$ cat src/design/idbf_pkg.sv
`timescale 1ns / 1ps
// ----------------------------------------------------------------------------
// idbf_pkg
// Shared types and constants of the duplicate box filter.
// ----------------------------------------------------------------------------
package idbf_pkg;

   // threshold fraction registers
   localparam int RATIO_W = 10;

   // register indexes on the CSR port (byte address / 4)
   localparam logic REG_RATIO_NUM = 1'b0;
   localparam logic REG_RATIO_DEN = 1'b1;

   // reset values of the threshold fraction
   localparam logic [RATIO_W-1:0] RATIO_NUM_RST = 10'd7;
   localparam logic [RATIO_W-1:0] RATIO_DEN_RST = 10'd10;

   // register stages from ring head to hit flag in the overlap unit
   localparam int IOU_LAT = 5;

   // per-cell control of the box ring
   typedef struct packed {
      logic shift;   // rotate ring by one cell
      logic load;    // write the candidate box into this cell
   } cell_ctl_type;

endpackage

$ cat src/design/idbf_cell.sv
`timescale 1ns / 1ps
// ----------------------------------------------------------------------------
// idbf_cell
// One cell of the kept-box ring: holds one box, rotates to its neighbor.
// ----------------------------------------------------------------------------
module idbf_cell #(
   parameter int BOX_W = 48
) (
   input  logic                  clock,
   input  idbf_pkg::cell_ctl_type ctl,
   input  logic [BOX_W-1:0]      shift_in,
   input  logic [BOX_W-1:0]      load_data,
   output logic [BOX_W-1:0]      box_out
);
   import idbf_pkg::*;

   logic [BOX_W-1:0] box_ff;
   logic [BOX_W-1:0] box_in;

   // load wins over rotation; the two never coincide
   always_comb begin
      priority if (ctl.load) begin
         box_in = load_data;
      end else if (ctl.shift) begin
         box_in = shift_in;
      end else begin
         box_in = box_ff;
      end
   end

   always_ff @(posedge clock) begin
      box_ff <= box_in;
   end

   assign box_out = box_ff;

endmodule

$ cat config.mk
export PLATFORM = sky130hd
export DESIGN_NAME = idbf_cell
export DESIGN_NICKNAME = d
export VERILOG_FILES = /design/src/design/idbf_pkg.sv /design/src/design/idbf_cell.sv
export SDC_FILE = /design/constraint.sdc
export NUM_CORES = 1
export LEC_CHECK = 0
export ABC_CLOCK_PERIOD_IN_PS = 4500
export BUFFER_PORTS_ARGS = -buffer_cell sky130_fd_sc_hd__buf_2
export CORE_MARGIN = 2
export CORE_UTILIZATION = 44
export DETAILED_ROUTE_END_ITERATION = 16
export GPL_TIMING_DRIVEN = 0
export PLACE_DENSITY = 0.9
export SLEW_MARGIN = 15
export SYNTH_ARGS = -nofsm -noshare
export SYNTH_HDL_FRONTEND = slang
export SYNTH_SLANG_ARGS = --single-unit
$ cat constraint.sdc
create_clock -name clock -period 4.5 [get_ports clock]
set_clock_uncertainty 0.05 [all_clocks]
set_input_delay 0.45 -clock clock [delete_from_list [all_inputs] [get_ports clock]]
set_output_delay 0.45 -clock clock [all_outputs]
set_load 0.05 [all_outputs]
==> results.md <==
- Run status: complete, no violations
- Vias in the first global route: around 1,500
- Longest Clk Path Bufs: 2
- Max-slew headroom: 0.642
- Startpoint types: input port
- Number of flip-flops in the largest register: 48
- Fraction of layout cells with a size suffix above 1: 0.808
- # H-tree levels: 2
- Async set or reset register ratio after synthesis: 0
- GRT Util Overall: 0.175
- Root buffer cell: clkbuf_8
- Post-DP Area: about 2900 um^2
- Worst-path maximum fanout: 28
- CTS buffer count: 5
- Largest net degree at the start of global routing: 29
- CP arrival: 1.52 ns
- TritonCTS Sinks: 48
- CP Launch Point: ctl[0]
- Die Footprint: 5260 um^2
- Total of max-cap violations: 0
- Final TNS setup: 0 ns
- GPL Wtd Cong: 0.726
- Cell count after synthesis: roughly 100
- Max IR drop VDD: 0.000175 V
- Worst Hold Class: in2reg
- DPL Wire Length: 3590 um
- Period Utilization, post-route: 0.351
- Number of remaining DRC errors: 0
- Reg clk slew, reported paths: 0.08 ns
- Slew @ Worst Pin: 0.537 ns
- Die width: 72.5 um
- CTS hold repair buffers: 0
- First-pass GRT wire length: approximately 6900 um
- Post-synthesis sequential area ratio: 0.697
- WL per Instance: around 15 um
- Area grow syn2layout: 43.0%
- Core region area: 4440 um^2
- Synth Flop Type: edfxtp_1
- Largest cells by area after synthesis: edfxtp_1 (70%), mux2_2 (21%), mux2_4 (6.5%)
- Setup bufs post-CTS: 0
- Diodes inserted: 0
- Final hold viol count: 0
- Final Util: 0.665
- Initial core utilization: 0.465
- Max-slew violations: 0
- Setup CP Type: in2reg
- Tot Pwr: roughly 0.0011 W
- Hold_sp: shift_in[40]
- Die Height: roughly 73 um
- Final instance area: a little under 3000 um^2
- Most common cell in the netlist: edfxtp_1
- DRT antenna net count: 0
- Ports: between 100 and 150
- Achievable Freq: about 630 MHz
- Rows: 24
- GRT Residual Overflow: 0
- Synth Register Bits: 48
- RSZ-0062 raised after global routing: no
- Mapped Avg Cell Area: ~20 um^2
- Minimum clock period: approximately 1.6 ns
- Number of flops mapped to enable cells by yosys: 48
- I/O Buffers: ~150
- Setup-failing EPs final: 0
- Total number of vias: ~1,500
- Total number of yosys warnings: 0
- Synth top cells by count: edfxtp_1 (48), mux2_2 (39), mux2_4 (9), buf_4 (3), buf_6 (2)
- PwrDens: roughly 380 nW/um^2
- CTS tree: built
- CP endpoint kind: flop
- Total wire length: roughly 4500 um
- Initial antenna violation count: 0
- Hold_ws: roughly 0.4 ns
- Pre-antenna DRT Iters: 6
- Static Leak: ~1.4 nW
- Post-synth top area share: 0.697
- Post-Syn Area: just over 2000 um^2
- DR vias/cell: around 4.8
- Worst Path Required: ~4.4 ns
- Area leader, netlist: edfxtp_1
- DR iter-0 viols: around 110
- Post-synth net total: 201
- Synth unique cells: 6
- Final net count: 354
- Resized Gates After CTS: 0
## per-stage QoR
stage / setup slack, ns / std cells
finish: 2.92 / 307
global route: 2.87 / 307
CTS: 2.91 / 307
detailed placement: 2.60 / 300
global placement: 1.79 / 299
floorplan: 2.20 / 102
## worst paths after layout
check	end	slack [ns]	depth (start not counted)
min	box_out[40]	0.41	2
max	box_out[25]	2.92	4
## worst max-delay path, stage by stage
cell    delay, ns
buf_6        0.13
buf_6        0.18
or2_2        0.48
buf_12       0.27
## power by group
group	total, W	switching (W)	internal [W]	leakage [nW]
registers	0.000558	0.0000105	0.000548	0.489
logic	0.000327	0.000227	0.000100	0.836
clock network	0.000237	0.000131	0.000106	0.0410
## layout make-up
cell class                 count  area (um^2)
tap                           52         65.1
buffer                         5         45.0
sequential                    48         1440
clock inverter                 1         5.00
clock buffer                   6         72.6
timing repair buffer         146          746
multi-input combinational     49          581
fill                         324         1490
## layout by cell type (no fill, tap or decap), types with 2 or more instances in the layout
master / count
buf_2: 145
edfxtp_1: 48
mux2_2: 39
mux2_4: 9
clkbuf_8: 5
buf_4: 3
buf_6: 2
## per-layer routing
| layer | track usage | wire length, um | up-vias |
|---|---|---|---|
| met2 | 0.314 | 2360 | 98 |
| li1 | - | - | 701 |
| met3 | 0.0778 | 568 | 4 |
| met1 | 0.182 | 1550 | 680 |
| met4 | 0.0556 | 40 | 0 |
| met5 | 0 | 0 | - |
## cell families (layout without fill, tap and decap cells)
logic type | after synthesis | count (layout) | share of synthesized area
muxes | 48 | 48 | 0.278
DFF | 48 | 48 | 0.697
buffers and inverters | 5 | 158 | 0.0218
and+or+nand+nor | 1 | 1 | 0.00303
(Power assumes the default switching activity.)
