<file path="config.mk">
export PLATFORM = sky130hd
export DESIGN_NAME = idbf_iou
export DESIGN_NICKNAME = d
export VERILOG_FILES = /design/src/design/idbf_pkg.sv /design/src/design/idbf_iou.sv
export SDC_FILE = /design/constraint.sdc
export NUM_CORES = 2
export LEC_CHECK = 0
export BUFFER_PORTS_ARGS = -buffer_cell sky130_fd_sc_hd__buf_4
export CORE_ASPECT_RATIO = 0.7
export CORE_MARGIN = 4
export CORE_UTILIZATION = 60
export CTS_CLUSTER_DIAMETER = 200
export CTS_CLUSTER_SIZE = 10
export DETAILED_ROUTE_END_ITERATION = 8
export PLACE_DENSITY_LB_ADDON = 0.12
export SETUP_SLACK_MARGIN = 0.1
export SYNTH_ARGS = -nofsm -noshare
export SYNTH_HDL_FRONTEND = slang
export SYNTH_SLANG_ARGS = --single-unit
</file>
<file path="constraint.sdc">
create_clock -name clock -period 13.5 [get_ports clock]
set_input_delay 1.35 -clock clock [delete_from_list [all_inputs] [get_ports clock]]
set_output_delay 1.35 -clock clock [all_outputs]
set_load 0.01 [all_outputs]
</file>
<file path="src/design/idbf_pkg.sv">
`timescale 1ns / 1ps
// ----------------------------------------------------------------------------
// idbf_pkg
// Shared types and constants of the duplicate box filter.
// ----------------------------------------------------------------------------
package idbf_pkg;

   // threshold fraction registers
   localparam int RATIO_W = 10;

   // register indexes on the CSR port (byte address / 4)
   localparam logic REG_RATIO_NUM = 1'b0;
   localparam logic REG_RATIO_DEN = 1'b1;

   // reset values of the threshold fraction
   localparam logic [RATIO_W-1:0] RATIO_NUM_RST = 10'd7;
   localparam logic [RATIO_W-1:0] RATIO_DEN_RST = 10'd10;

   // register stages from ring head to hit flag in the overlap unit
   localparam int IOU_LAT = 5;

   // per-cell control of the box ring
   typedef struct packed {
      logic shift;   // rotate ring by one cell
      logic load;    // write the candidate box into this cell
   } cell_ctl_type;

endpackage

</file>
<file path="src/design/idbf_iou.sv">
`timescale 1ns / 1ps
// ----------------------------------------------------------------------------
// idbf_iou
// Pipelined overlap test: inter*den > num*union, one box pair per cycle.
// ----------------------------------------------------------------------------
module idbf_iou #(
   parameter int CB = 12
) (
   input  logic                          clock,
   input  logic                          reset,
   input  logic                          pair_valid,
   input  logic [4*CB-1:0]               box_a,
   input  logic [4*CB-1:0]               box_b,
   input  logic [idbf_pkg::RATIO_W-1:0]  ratio_num,
   input  logic [idbf_pkg::RATIO_W-1:0]  ratio_den,
   output logic                          hit
);
   import idbf_pkg::*;

   localparam int PW = 2*CB + 2;   // signed product width
   localparam int UW = 2*CB + 4;   // signed union sum width
   localparam int IW = 2*CB;       // intersection magnitude
   localparam int NW = 2*CB + 1;   // positive union magnitude
   localparam int LW = IW + RATIO_W;
   localparam int RW = NW + RATIO_W;

   logic [CB-1:0] ax1, ay1, ax2, ay2, bx1, by1, bx2, by2;
   logic [CB-1:0] il, it, ir, ib;

   // stage 1: edges and spans
   logic              v1_ff, v1_in;
   logic              nx1_ff, nx1_in;
   logic signed [CB:0] w_ff, h_ff, wa_ff, ha_ff, wb_ff, hb_ff;
   logic signed [CB:0] w_in, h_in, wa_in, ha_in, wb_in, hb_in;
   // stage 2: areas
   logic              v2_ff, nx2_ff;
   logic signed [PW-1:0] it_ff, aa_ff, ab_ff, it_in, aa_in, ab_in;
   // stage 3: union
   logic              ok3_ff, ok3_in;
   logic [IW-1:0]     inter3_ff;
   logic [NW-1:0]     uni3_ff;
   logic signed [UW-1:0] uni_sum;
   // stage 4: cross products
   logic              ok4_ff;
   logic [LW-1:0]     lhs_ff, lhs_in;
   logic [RW-1:0]     rhs_ff, rhs_in;
   // stage 5: decision
   logic              hit_ff, hit_in;

   assign {ay2, ax2, ay1, ax1} = box_a;
   assign {by2, bx2, by1, bx1} = box_b;

   // intersection edges and signed spans
   always_comb begin
      il     = (ax1 > bx1) ? ax1 : bx1;
      it     = (ay1 > by1) ? ay1 : by1;
      ir     = (ax2 < bx2) ? ax2 : bx2;
      ib     = (ay2 < by2) ? ay2 : by2;
      v1_in  = pair_valid;
      nx1_in = (il >= ir) || (it >= ib);
      w_in   = $signed({1'b0, ir}) - $signed({1'b0, il});
      h_in   = $signed({1'b0, ib}) - $signed({1'b0, it});
      wa_in  = $signed({1'b0, ax2}) - $signed({1'b0, ax1});
      ha_in  = $signed({1'b0, ay2}) - $signed({1'b0, ay1});
      wb_in  = $signed({1'b0, bx2}) - $signed({1'b0, bx1});
      hb_in  = $signed({1'b0, by2}) - $signed({1'b0, by1});
   end

   // areas
   always_comb begin
      it_in = w_ff * h_ff;
      aa_in = wa_ff * ha_ff;
      ab_in = wb_ff * hb_ff;
   end

   // union, and whether the pair can match at all
   always_comb begin
      uni_sum = {{2{aa_ff[PW-1]}}, aa_ff} + {{2{ab_ff[PW-1]}}, ab_ff}
              - {{2{it_ff[PW-1]}}, it_ff};
      ok3_in  = v2_ff && !nx2_ff && !uni_sum[UW-1] && (uni_sum != '0);
   end

   // cross products of the threshold test
   always_comb begin
      lhs_in = LW'(inter3_ff) * LW'(ratio_den);
      rhs_in = RW'(uni3_ff) * RW'(ratio_num);
   end

   assign hit_in = ok4_ff && ({{(RW-LW){1'b0}}, lhs_ff} > rhs_ff);

   // control of the pipe
   always_ff @(posedge clock) begin
      if (reset) begin
         v1_ff  <= 1'b0;
         v2_ff  <= 1'b0;
         ok3_ff <= 1'b0;
         ok4_ff <= 1'b0;
         hit_ff <= 1'b0;
      end else begin
         v1_ff  <= v1_in;
         v2_ff  <= v1_ff;
         ok3_ff <= ok3_in;
         ok4_ff <= ok3_ff;
         hit_ff <= hit_in;
      end
   end

   // datapath
   always_ff @(posedge clock) begin
      nx1_ff    <= nx1_in;
      w_ff      <= w_in;
      h_ff      <= h_in;
      wa_ff     <= wa_in;
      ha_ff     <= ha_in;
      wb_ff     <= wb_in;
      hb_ff     <= hb_in;
      nx2_ff    <= nx1_ff;
      it_ff     <= it_in;
      aa_ff     <= aa_in;
      ab_ff     <= ab_in;
      inter3_ff <= it_ff[IW-1:0];
      uni3_ff   <= uni_sum[NW-1:0];
      lhs_ff    <= lhs_in;
      rhs_ff    <= rhs_in;
   end

   assign hit = hit_ff;

endmodule

</file>
==> reports/metrics.yaml <==
run_status:
  status: "completed"
timing:
  timing.hold.ws_ns: 0.384
  final.setup.tns_ns: 0
  report.final.setup_viol: 0
  timing.max_slew.rel_slack_pct: 31.3
  final.setup_skew_ns: 0.0370
  worst_margin_slew_ns: 1.03
  timing.final.crit_period_ns: 6.87
  grt_setup_unrepaired: "no"
  finalHoldViolations: 0
  fmax_mhz: 146
  period_share_pct: 50.9
  setup_ws_ns: 6.63
  timing.final.max_slew_violations: 0
drt:
  detailedRoute.firstPassIterationCount: 7
  drt_iter0_markers: 2446
  number_of_drc_violations_after_detailed_routing: 0
  avgViaCountPerCell: 5.52
  route.vias.total: 35942
  antenna_left: 0
  wl_per_cell_um: 18.5
  routed_wirelength_mm: 121
synthesis:
  asyncSetResetFlopFracSynth_pct: 0
  syn-num-nets: 6984
  post_synth_main_area_contributors: "sky130_fd_sc_hd__fa_1 36%, sky130_fd_sc_hd__ha_1 13%, sky130_fd_sc_hd__dfxtp_1 12%"
  synth_area_per_cell_um2: 8.91
  post_synth_num_cell_types: 86
  synth_enable_flop_cells: 0
  synthDominantCellAreaShare_pct: 35.9
  synth_top_flop_cell: "sky130_fd_sc_hd__dfxtp_1"
  synthesis.instances: 5471
  count_of_synthesis_stage_warnings_from_yosys: 0
  synth.cell_area_um2: 48800
  synth_largest_area_cell: "sky130_fd_sc_hd__fa_1"
  synth_seq_area_share_pct: 11.5
  synth_seq_cells: 281
clock_network:
  cts_setup_buffers: 0
  ctsHtreeMaxLevel: 2
  tritoncts: "done"
  cts_made_buffers: 34
  clock-sinks: 281
  clk_transition_reported_paths_ns: 0.07
  ctsResizeCount: 0
  root_buffer_master: "sky130_fd_sc_hd__clkbuf_16"
  postCtsHoldBufs: 0
  clk-insertion-delay-late_ns: 0.55
  clk_path_buf_depth: 3
critical_path:
  worstPathMaxFanout: 13
  cp_data_arrival_time_ns: 7.37
  critical_path_class: "flip-flop to flip-flop"
  worst_path_dominant_cell_family: "adder cells"
  timing.critical_path.slowest_cell_delay_ns: 0.53
  critical_path.slowest_cell: "sky130_fd_sc_hd__fa_1"
  critPathBufInv: 5
  cp_cell_sequence: "and2_1 > fa_1 > inv_1 > fa_1 > inv_1 > fa_1 > inv_1 > fa_1 > inv_1 > fa_1 > ha_1 > ha_1 > o21ai_0 > a21boi_0 > o21ai_0 > a211o_1 > o2111a_1 > o31ai_1 > o41ai_2 > mux2i_1 > a2111oi_0 > buf_4"
  worst_ep_required_time_ns: 14.00
  worstSetupStartpointType: "flip-flop"
  setup.worst_path.end_class: "flip-flop"
  worst_path_most_repeated_cell: "sky130_fd_sc_hd__fa_1"
grt:
  antenna_found_initial: 3
  globalRouteTotalUtil_pct: 29.5
  global_route_wire_length_before_repair_mm: 201
  sum_of_overflow_across_all_layers_after_global_routing: 0
  pin_count_of_the_biggest_net_entering_global_routing: 37
  via_count_of_the_first_global_routing_pass: 37246
die:
  die_area_um2: 86000
  io_pins: 120
  floorplan.initialDensity_pct: 60.5
  die_h_um: 247
  die-width_um: 349
  core_area_um2: 80600
  num_rows: 87
placed_design:
  place_ws_ns: 6.22
  place.port_buffers: 119
  detailedPlacementHpwl_mm: 99.7
  routability_congestion: 0.969
final_layout:
  final.fill_count: 6927
  synthToLayoutAreaGrowth_pct: 5.01
  antenna_cells_inserted: 0
  nets: 6952
  drive_above_1_share_pct: 3.73
min_path:
  worstHoldPathType: "flip-flop to flip-flop"
job:
  drv.max_cap_violation_count: 0
==> state kept, by name, summed over array words and instances, names as in the netlist, 24 cells and up <==
register	flops
aa_ff	26
ab_ff	26
inter3_ff	24
it_ff	26
lhs_ff	34
rhs_ff	35
uni3_ff	25
==> synth_stat cells, drive strengths merged, types with 9 or more instances <==
library cell	n
nand2	589
dfxtp	281
mux2i	25
a211oi	24
nor2b	46
o311ai	16
a21boi	42
a21o	83
o21ai	149
a211o	9
nand4	37
a31oi	26
and2	495
nor3b	16
inv	1157
and3	31
o21a	26
or2	11
a22oi	12
nor3	65
or3	10
a21oi	115
xnor2	134
fa	874
nor2	193
nor4	14
clkbuf	183
nand3	55
buf	13
o211ai	23
ha	520
nand2b	47
xor2	38
o21bai	15
==> cells in the final DEF (no fill, tap or decap), drive strengths merged, types with 14 or more instances in the layout <==
master  instances
nand2         589
mux2i          25
a21oi         115
a31oi          26
ha            520
and2          495
inv          1159
o21bai         15
a21boi         42
nand2b         47
o211ai         23
xor2           38
fa            874
nor4           14
a211oi         24
dfxtp         281
nor3b          16
a21o           83
nand3          55
nand4          37
o21ai         149
buf           128
xnor2         134
clkbuf         36
o21a           26
o311ai         16
nor3           65
nor2          193
nor2b          46
and3           31
==> per-layer routing <==
metal  vias up  routed length [um]  track usage, %
met1     17809               55200            42.6
met3       186                7940            4.50
met2      1116               53900            46.8
met4         6                3590            7.86
met5         -                  42               0
li1      16825                   -               -
==> layout make-up <==
type / instances / area [um^2] / area share (%)
well taps: 1068 / 1340 / 2.61
clock inverters: 2 / 17.5 / 0.0342
clock buffers: 36 / 880 / 1.72
multi-input cells: 3834 / 38000 / 74.3
flip-flops and latches: 281 / 5630 / 11.0
repair buffers: 128 / 961 / 1.88
inverters: 1160 / 4350 / 8.50
==> logic make-up after synthesis <==
logic type	synth area share, %
compound gates	8.45
xor+xnor	3.09
fa+ha+maj	49.2
buf+inv	10.5
flops	11.5
mux	0.559
simple gates	16.7
==> final timing paths <==
kind,startpoint,to,slack (ns),cells after the start
worst min-delay path,it_ff[5],inter3_ff[5],0.38,0
worst min register to register,it_ff[5],inter3_ff[5],0.38,0
worst max register to register,w_ff[7],it_ff[25],6.63,22
worst max-delay path,w_ff[7],it_ff[25],6.63,22
==> worst reg2reg max path: stages, from the launching register on <==
cell and delay, ns:
sky130_fd_sc_hd__dfxtp_1 0.51, sky130_fd_sc_hd__and2_1 0.29, sky130_fd_sc_hd__fa_1 0.53, sky130_fd_sc_hd__inv_1 0.05
sky130_fd_sc_hd__fa_1 0.47, sky130_fd_sc_hd__inv_1 0.05, sky130_fd_sc_hd__fa_1 0.50, sky130_fd_sc_hd__inv_1 0.05
sky130_fd_sc_hd__fa_1 0.53, sky130_fd_sc_hd__inv_1 0.05, sky130_fd_sc_hd__fa_1 0.44, sky130_fd_sc_hd__ha_1 0.30
sky130_fd_sc_hd__ha_1 0.33, sky130_fd_sc_hd__o21ai_0 0.12, sky130_fd_sc_hd__a21boi_0 0.35, sky130_fd_sc_hd__o21ai_0 0.18
sky130_fd_sc_hd__a211o_1 0.35, sky130_fd_sc_hd__o2111a_1 0.32, sky130_fd_sc_hd__o31ai_1 0.50, sky130_fd_sc_hd__o41ai_2 0.15
sky130_fd_sc_hd__mux2i_1 0.13, sky130_fd_sc_hd__a2111oi_0 0.43, sky130_fd_sc_hd__buf_4 0.19
==> through the flow <==
step / cell area [um^2] / util [%] / cells
floorplan: 48800 / - / 5471
global placement: 50300 / 62.5 / 6471
detailed placement: 50300 / 62.5 / 6471
CTS: 51200 / 63.6 / 6509
global route: 51200 / 63.6 / 6509
finish: 51200 / 63.6 / 6509
Power is not shown: default switching activity piles up to over one toggle a cycle in this logic, so the estimate is an artifact.
